### src/rtl/ste_pkg.sv
`default_nettype none
package ste_pkg;

    // Table size and field widths.
    localparam int STE_SLOTS = 128;
    localparam int KEY_W     = 16;
    localparam int PROTO_W   = 2;
    localparam int BYTE_W    = 8;
    localparam int TIME_W    = 32;
    localparam int IDX_W     = 7;
    localparam int COUNT_W   = 32;
    localparam int ACT_W     = 8;
    localparam int S_TDATA_W = 72;
    localparam int M_TDATA_W = 56;

    // Stored protocol codes.
    localparam logic [PROTO_W-1:0] PROTO_MQTT = 2'd1;
    localparam logic [PROTO_W-1:0] PROTO_COAP = 2'd2;

    // MQTT packet types, taken from the upper nibble of the first byte.
    localparam logic [3:0] MQTT_TYPE_CONN  = 4'd1;
    localparam logic [3:0] MQTT_PINGREQ    = 4'd12;
    localparam logic [3:0] MQTT_DISCONNECT = 4'd14;

    // CoAP request codes that get an acknowledgment.
    localparam logic [BYTE_W-1:0] COAP_CODE_MIN = 8'd1;
    localparam logic [BYTE_W-1:0] COAP_CODE_MAX = 8'd31;

    typedef enum logic [1:0] {
        MODE_CREATE  = 2'd0,
        MODE_LOOKUP  = 2'd1,
        MODE_REMOVE  = 2'd2,
        MODE_MESSAGE = 2'd3
    } mode_t;

    typedef enum logic [1:0] {
        ST_OK      = 2'd0,
        ST_FULL    = 2'd1,
        ST_MISSING = 2'd2
    } status_t;

    typedef enum logic [2:0] {
        PH_CONNECTED     = 3'd0,
        PH_AUTH          = 3'd1,
        PH_ACTIVE        = 3'd2,
        PH_DISCONNECTING = 3'd3,
        PH_CLOSED        = 3'd4
    } phase_t;

    typedef enum logic [1:0] {
        RP_NONE     = 2'd0,
        RP_CONNACK  = 2'd1,
        RP_PINGRESP = 2'd2,
        RP_COAP_ACK = 2'd3
    } reply_t;

    // Search token that walks the row of slot cells, one cell per cycle.
    // The request fields ride along unchanged; the result fields are filled
    // in by the cell that serves the request, after which done is set.
    typedef struct packed {
        logic                vld;
        logic                done;
        mode_t               mode;
        logic [KEY_W-1:0]    key;
        logic [PROTO_W-1:0]  proto;
        logic [BYTE_W-1:0]   b0;
        logic [BYTE_W-1:0]   b1;
        logic [TIME_W-1:0]   now;
        logic [IDX_W-1:0]    idx;
        phase_t              phase;
        logic [PROTO_W-1:0]  r_proto;
        logic [COUNT_W-1:0]  count;
        reply_t              reply;
    } tok_t;

endpackage
`default_nettype wire

### src/rtl/ste_cell.sv
`default_nettype none
module ste_cell
    import ste_pkg::*;
#(
    parameter int CELL_IDX = 0
) (
    input  wire logic aclk,
    input  wire logic aresetn,
    input  wire tok_t tok_i,
    output tok_t      tok_o
);

    logic               valid_reg, valid_next;
    logic [KEY_W-1:0]   key_reg, key_next;
    logic [PROTO_W-1:0] proto_reg, proto_next;
    phase_t             phase_reg, phase_next;
    logic [COUNT_W-1:0] count_reg, count_next;
    logic [TIME_W-1:0]  last_seen_reg, last_seen_next;
    logic [TIME_W-1:0]  born_reg, born_next;
    logic               vld_reg;
    tok_t               tok_reg, tok_next;

    logic               searching;
    logic               free_hit;
    logic               key_hit;
    phase_t             msg_phase;
    reply_t             msg_reply;
    logic [COUNT_W-1:0] count_inc;

    always_comb begin
        searching = tok_i.vld && !tok_i.done;
        free_hit  = searching && (tok_i.mode == MODE_CREATE) && !valid_reg;
        key_hit   = searching && (tok_i.mode != MODE_CREATE) && valid_reg
                    && (key_reg == tok_i.key);
        count_inc = count_reg + COUNT_W'(1);

        // Protocol handling of one received message.
        msg_phase = phase_reg;
        msg_reply = RP_NONE;
        if (proto_reg == PROTO_MQTT) begin
            case (tok_i.b0[7:4])
                MQTT_TYPE_CONN: begin
                    msg_phase = PH_AUTH;
                    msg_reply = RP_CONNACK;
                end
                MQTT_PINGREQ: begin
                    msg_reply = RP_PINGRESP;
                end
                MQTT_DISCONNECT: begin
                    msg_phase = PH_DISCONNECTING;
                end
                default: begin
                    msg_phase = phase_reg;
                end
            endcase
        end else if (proto_reg == PROTO_COAP) begin
            if ((tok_i.b1 >= COAP_CODE_MIN) && (tok_i.b1 <= COAP_CODE_MAX)) begin
                msg_reply = RP_COAP_ACK;
            end
        end

        valid_next     = valid_reg;
        key_next       = key_reg;
        proto_next     = proto_reg;
        phase_next     = phase_reg;
        count_next     = count_reg;
        last_seen_next = last_seen_reg;
        born_next      = born_reg;
        tok_next       = tok_i;

        if (free_hit) begin
            valid_next       = 1'b1;
            key_next         = tok_i.key;
            proto_next       = tok_i.proto;
            phase_next       = PH_CONNECTED;
            count_next       = '0;
            last_seen_next   = tok_i.now;
            born_next        = tok_i.now;
            tok_next.done    = 1'b1;
            tok_next.idx     = IDX_W'(CELL_IDX);
            tok_next.phase   = PH_CONNECTED;
            tok_next.r_proto = tok_i.proto;
            tok_next.count   = '0;
            tok_next.reply   = RP_NONE;
        end else if (key_hit) begin
            tok_next.done    = 1'b1;
            tok_next.idx     = IDX_W'(CELL_IDX);
            tok_next.r_proto = proto_reg;
            tok_next.phase   = phase_reg;
            tok_next.count   = count_reg;
            tok_next.reply   = RP_NONE;
            case (tok_i.mode)
                MODE_REMOVE: begin
                    valid_next = 1'b0;
                end
                MODE_MESSAGE: begin
                    phase_next     = msg_phase;
                    count_next     = count_inc;
                    last_seen_next = tok_i.now;
                    tok_next.phase = msg_phase;
                    tok_next.count = count_inc;
                    tok_next.reply = msg_reply;
                end
                default: begin
                    valid_next = valid_reg;
                end
            endcase
        end
    end

    always_ff @(posedge aclk) begin
        if (!aresetn) begin
            valid_reg <= 1'b0;
            vld_reg   <= 1'b0;
        end else begin
            valid_reg <= valid_next;
            vld_reg   <= tok_i.vld;
        end
    end

    always_ff @(posedge aclk) begin
        key_reg       <= key_next;
        proto_reg     <= proto_next;
        phase_reg     <= phase_next;
        count_reg     <= count_next;
        last_seen_reg <= last_seen_next;
        born_reg      <= born_next;
        tok_reg       <= tok_next;
    end

    always_comb begin
        tok_o     = tok_reg;
        tok_o.vld = vld_reg;
    end

endmodule
`default_nettype wire

### config.mk
export PLATFORM = sky130hd
export DESIGN_NAME = ste_cell
export DESIGN_NICKNAME = d
export VERILOG_FILES = /design/src/rtl/ste_pkg.sv /design/src/rtl/ste_cell.sv
export SDC_FILE = /design/constraint.sdc
export NUM_CORES = 1
export LEC_CHECK = 0
export BUFFER_PORTS_ARGS = -buffer_cell sky130_fd_sc_hd__clkbuf_2
export CAP_MARGIN = 20
export CELL_PAD_IN_SITES_DETAIL_PLACEMENT = 0
export CELL_PAD_IN_SITES_GLOBAL_PLACEMENT = 1
export CORE_AREA = 8 8 144 146
export CTS_BUF_LIST = sky130_fd_sc_hd__clkbuf_8
export DETAILED_ROUTE_END_ITERATION = 10
export DIE_AREA = 0 0 152 154
export HOLD_SLACK_MARGIN = 0.03
export PLACE_DENSITY = 0.79
export SLEW_MARGIN = 20
export SYNTH_ARGS = -nofsm -noshare
export SYNTH_HDL_FRONTEND = slang
export SYNTH_SLANG_ARGS = --single-unit
### constraint.sdc
create_clock -name aclk -period 5.2 [get_ports aclk]
set_input_delay 0.78 -clock aclk [delete_from_list [all_inputs] [get_ports aclk]]
set_output_delay 0.78 -clock aclk [all_outputs]
set_load 0.02 [all_outputs]
## After elaboration in Yosys (flattened, before gate mapping)

Cells that the tools add are included.

- Register bits: 170
- Logic and storage cells: 58

- Add/sub/neg operators: 1
- Magnitude comparators: 2
- Equality and inequality tests: 8
- Mux-type cells: 13
- Reductions and logical operators: 16

Operator list:

| kind | count |
|---|---|
| 39-bit two-way mux | 1 |
| 36-bit two-way mux | 1 |
| 34-bit two-way mux | 1 |
| 32-bit by 1-bit adder with 32-bit output (second input constant) | 1 |
| 16-bit equality test | 1 |
| 4-bit equality test (second input constant) | 2 |
| 8-bit by 1-bit greater-or-equal comparator with 1-bit output (second input constant) | 1 |
| 8-bit by 5-bit less-or-equal comparator with 1-bit output (second input constant) | 1 |
| 1-bit logical AND | 7 |
| 2-bit equality test (second input constant) | 3 |
| 2-bit two-way mux | 3 |
| 3-bit two-way mux | 2 |
| 3-bit one-hot mux with 2 select lines | 1 |
| 2-bit nonzero test | 3 |
| 4-bit by 1-bit equality test with 1-bit output (second input constant) | 1 |
| 2-bit one-hot mux with 2 select lines | 1 |
| 2-bit AND reduction | 2 |
| 1-bit two-way mux | 3 |
| 2-bit by 1-bit equality test with 1-bit output (second input constant) | 1 |
| 1-bit logical NOT | 2 |
| 2-bit logical NOT | 1 |
| 2-bit OR reduction | 1 |

## Longest topological paths before layout

- Depth after elaboration: 8
- Depth in mapped cells: 8

## Worst setup path after synthesis

No wires, ideal clock.

- Path kind: in2reg
- Start point: input port tok_i[113] in the netlist's numbering
- End point: register key_reg[0], enable pin
- Library setup time: 0.389 ns
- Arrival time: 2.646 ns
- Data required time: 4.811 ns
- Setup slack: 2.165 ns
- Cell stages on the path: 6
- Cells stage by stage: buf_2 -> or4_1 -> clkbuf_1 -> inv_1 -> clkbuf_1 -> buf_1

- Word-level cells in the longest chain between the ends: 3

Ends and longest elaborated chain:

| what | RTL line | RTL |
|---|---|---|
| start: declaration | ste_cell.sv:9 | `input wire tok_t tok_i,` |
| 2-bit logical NOT | ste_cell.sv:32 | `free_hit = searching && (tok_i.mode == MODE_CREATE) && !valid_reg;` |
| 1-bit logical AND (2 in a row) | ste_cell.sv:32 |  |
| named net free_hit | ste_cell.sv:24 | `logic free_hit;` |
| end signal: assignment | ste_cell.sv:122 | `key_reg <= key_next;` |
| end: declaration | ste_cell.sv:14 | `logic [KEY_W-1:0] key_reg, key_next;` |

The timed path passes the listed nets, and every way through them passes these cells.
A chain may end at the register's enable or synchronous reset.

## Worst setup path in the final report

- Start point: input port tok_i[105] in the netlist's numbering
- End point: register tok_reg, in the netlist tok_o[9]

- Word-level cells in the longest chain between the ends: 3

Ends and longest elaborated chain:

| what | RTL line | RTL |
|---|---|---|
| 16-bit equality test | ste_cell.sv:34 | `&& (key_reg == tok_i.key);` |
| 1-bit logical AND | ste_cell.sv:34 |  |
| 39-bit two-way mux | ste_cell.sv:85 | `end else if (key_hit) begin` |
| end signal: assignment | ste_cell.sv:128 | `tok_reg <= tok_next;` |
| end: declaration | ste_cell.sv:21 | `tok_t tok_reg, tok_next;` |

No other way between the ends.

==> out/metrics.yaml <==
outcome:
  outcome: "finished clean"
detailed_routing:
  met2_length_um: 8210
  drtIter0Drc: 301
  wl_per_cell_um: 15.9
  dr_total_vias: 4609
  met1Wirelength_um: 6820
  dr_wl_met3_um: 994
  viasPerCell: 4.52
  drcViolationCount: 0
  drt_wl_total_um: 16300
  routed.top_layer: "met4"
  postRouteAntennaNets: 0
  dr.pass1.iters: 4
sta:
  whs_ps: 419
  max_slew_margin: 0.292
  finalSetupViolCount: 0
  setup_tns_ps: 0
  rsz0062_at_grt: "no"
  hold_viol: 0
  period_minus_slack_ps: 3050
  tightest_slew_ps: 1060
  finalCritPeriodShare: 0.586
  final_max_slew_viol_count: 0
  skew_ps: 18.7
  setup_ws_ps: 2150
  fmaxAchievable_mhz: 328
yosys:
  synthFlopType: "dfxtp_1"
  synth_commonest_cells: "dfxtp_1 (152), nor2_1 (61), nand3_1 (45), xnor2_1 (41), xor2_1 (33)"
  synth_top_cell_area_share: 0.525
  async_flop_share: 0
  synth_area_per_cell_um2: 10.6
  synth_top_area_cell: "dfxtp_1"
  syn_area_um2: 5790
  syn_nets: 664
  synth_seq_area_share: 0.619
  ys_seq_elements: 170
  yosys_warnings: 0
  synth_most_common_cell: "dfxtp_1"
  synth_edf_count: 18
  synth.area.top_cells: "dfxtp_1 (53%), edfxtp_1 (9.3%), xnor2_1 (6.2%)"
  synthCells: 545
  synth_cell_type_count: 40
setup_path:
  rr_startpoint: "key_reg[1]"
  worst_setup_path_end_kind: "flop"
  crit_chain: "clkbuf_2 -> xnor2_1 -> nand4_1 -> nor3_2 -> and2_2 -> nor2_1 -> a211oi_1"
  r2r_slack_ps: 2180
  cp_max_fo: 51
  critical_path_depth: 7
  critPathArrivalTime_ps: 3410
  crit_family: "simple AND/OR/NAND/NOR gates"
  setup.worst_path.end: "tok_o[9]"
  r2r_end: "tok_o[9]"
  crit_start: "tok_i[105]"
  crit_required_ps: 5560
  cp_slowest_stage_delay_ps: 970
  cp-start-kind: "input pin"
  crit_buf_inv: 1
  r2r_cells: 6
  criticalPathCategory: "in2reg"
  critPathSlowestCell: "and2_2"
cells_and_area:
  fin_util: 0.410
  antenna_cells: 0
  area_growth_pct: 30.5
  seqCellArea_um2: 3580
  layout-drive-gt1-share: 0.356
  final_cell_area_um2: 7560
  multi_input_area_um2: 2060
  fillCellCount: 1819
  largest_register_ffs: 115
  fin_nets: 892
  final_cells: 1020
placed_design:
  dp_hpwl_um: 12200
  detailedPlace.worstSlack_ps: 1650
  io_buffers: 233
  place_area_um2: 7170
  routabilityCongestion: 0.756
  place_inst: 988
global_routing:
  overflow: 0
  antenna_found_initial: 0
  grt_pass1_vias: 4611
  grt_max_degree: 52
  grt_use_total: 0.138
  grt_pass1_wl_um: 25400
die:
  core-area_um2: 18500
  die_y_um: 154
  start_util: 0.314
  die_w_um: 152
  dieArea_um2: 23400
  row_count: 50
  io_pins: 234
clocking:
  path_clk_slew_ps: 100
  ctsHtreeMaxLevel: 4
  clock_latency_ps: 460
  cts_setup_buffers: 0
  cts_hold_buf: 0
  cts_tree: "done"
  cts-root-buf: "clkbuf_8"
  post_cts_resized: 0
  clk_path_buf_depth: 2
  clock_sinks: 170
  cts_buffers: 17
power_and_ir_drop:
  power_leakage_nw: 3.27
  power.total_mw: 2.53
  peakVddDrop_uv: 124
  power_density_nw_per_um2: 334
job:
  cap_violations: 0
worst_hold_path:
  min_path_type: "in2reg"
  min_from: "tok_i[59]"
## layout make-up
cell class / instances / area share
tap: 234 / 0.0387
sequential: 170 / 0.474
inverter: 8 / 0.00397
clock buffer: 17 / 0.0309
multi-input combinational: 338 / 0.273
timing repair buffer: 238 / 0.159
clock inverter: 15 / 0.0204
## logic make-up (layout without fill, tap and decap cells)
family                     count (synthesis)  after routing  share of synthesized area
AOI/OAI and AO/OA                         56             56                     0.0583
buffers and inverters                     37            278                     0.0272
muxes                                      2              2                    0.00346
and+or+nand+nor                          205            205                      0.178
xor gates and xnor gates                  74             74                      0.112
adders and majority gates                  1              1                    0.00216
DFF                                      170            170                      0.619
## metal layers
metal,track usage,vias up
li1,-,2311
met1,0.151,2121
met2,0.243,158
met3,0.0490,19
met4,0.0471,0
met5,0,-
## layout by cell type, fill, tap and decap left out, drive strengths merged, types with 8 or more instances in the layout
cell,instances
clkbuf,250
dfxtp,152
nor2,62
nand3,47
xnor2,41
xor2,33
nand2,29
o21ai,18
edfxtp,18
a211oi,16
nand4,15
inv,15
a21oi,13
and2,13
nor3,11
clkinv,8
## worst min-delay path by stage
stage | endpoint | slack [ps] | depth (start not counted)
floorplan | phase_reg[2] | 410 | 2
global placement | phase_reg[2] | 420 | 2
detailed placement | phase_reg[2] | 430 | 2
CTS | tok_o[63] | 370 | 1
global route | tok_o[51] | 370 | 1
finish | tok_o[59] | 420 | 1
## power by group
group          switching, mW  internal, mW
registers             0.0169          1.38
logic                  0.136        0.0867
clock network          0.546         0.359
total                  0.699          1.83
Power figures use the tool's default switching activity.
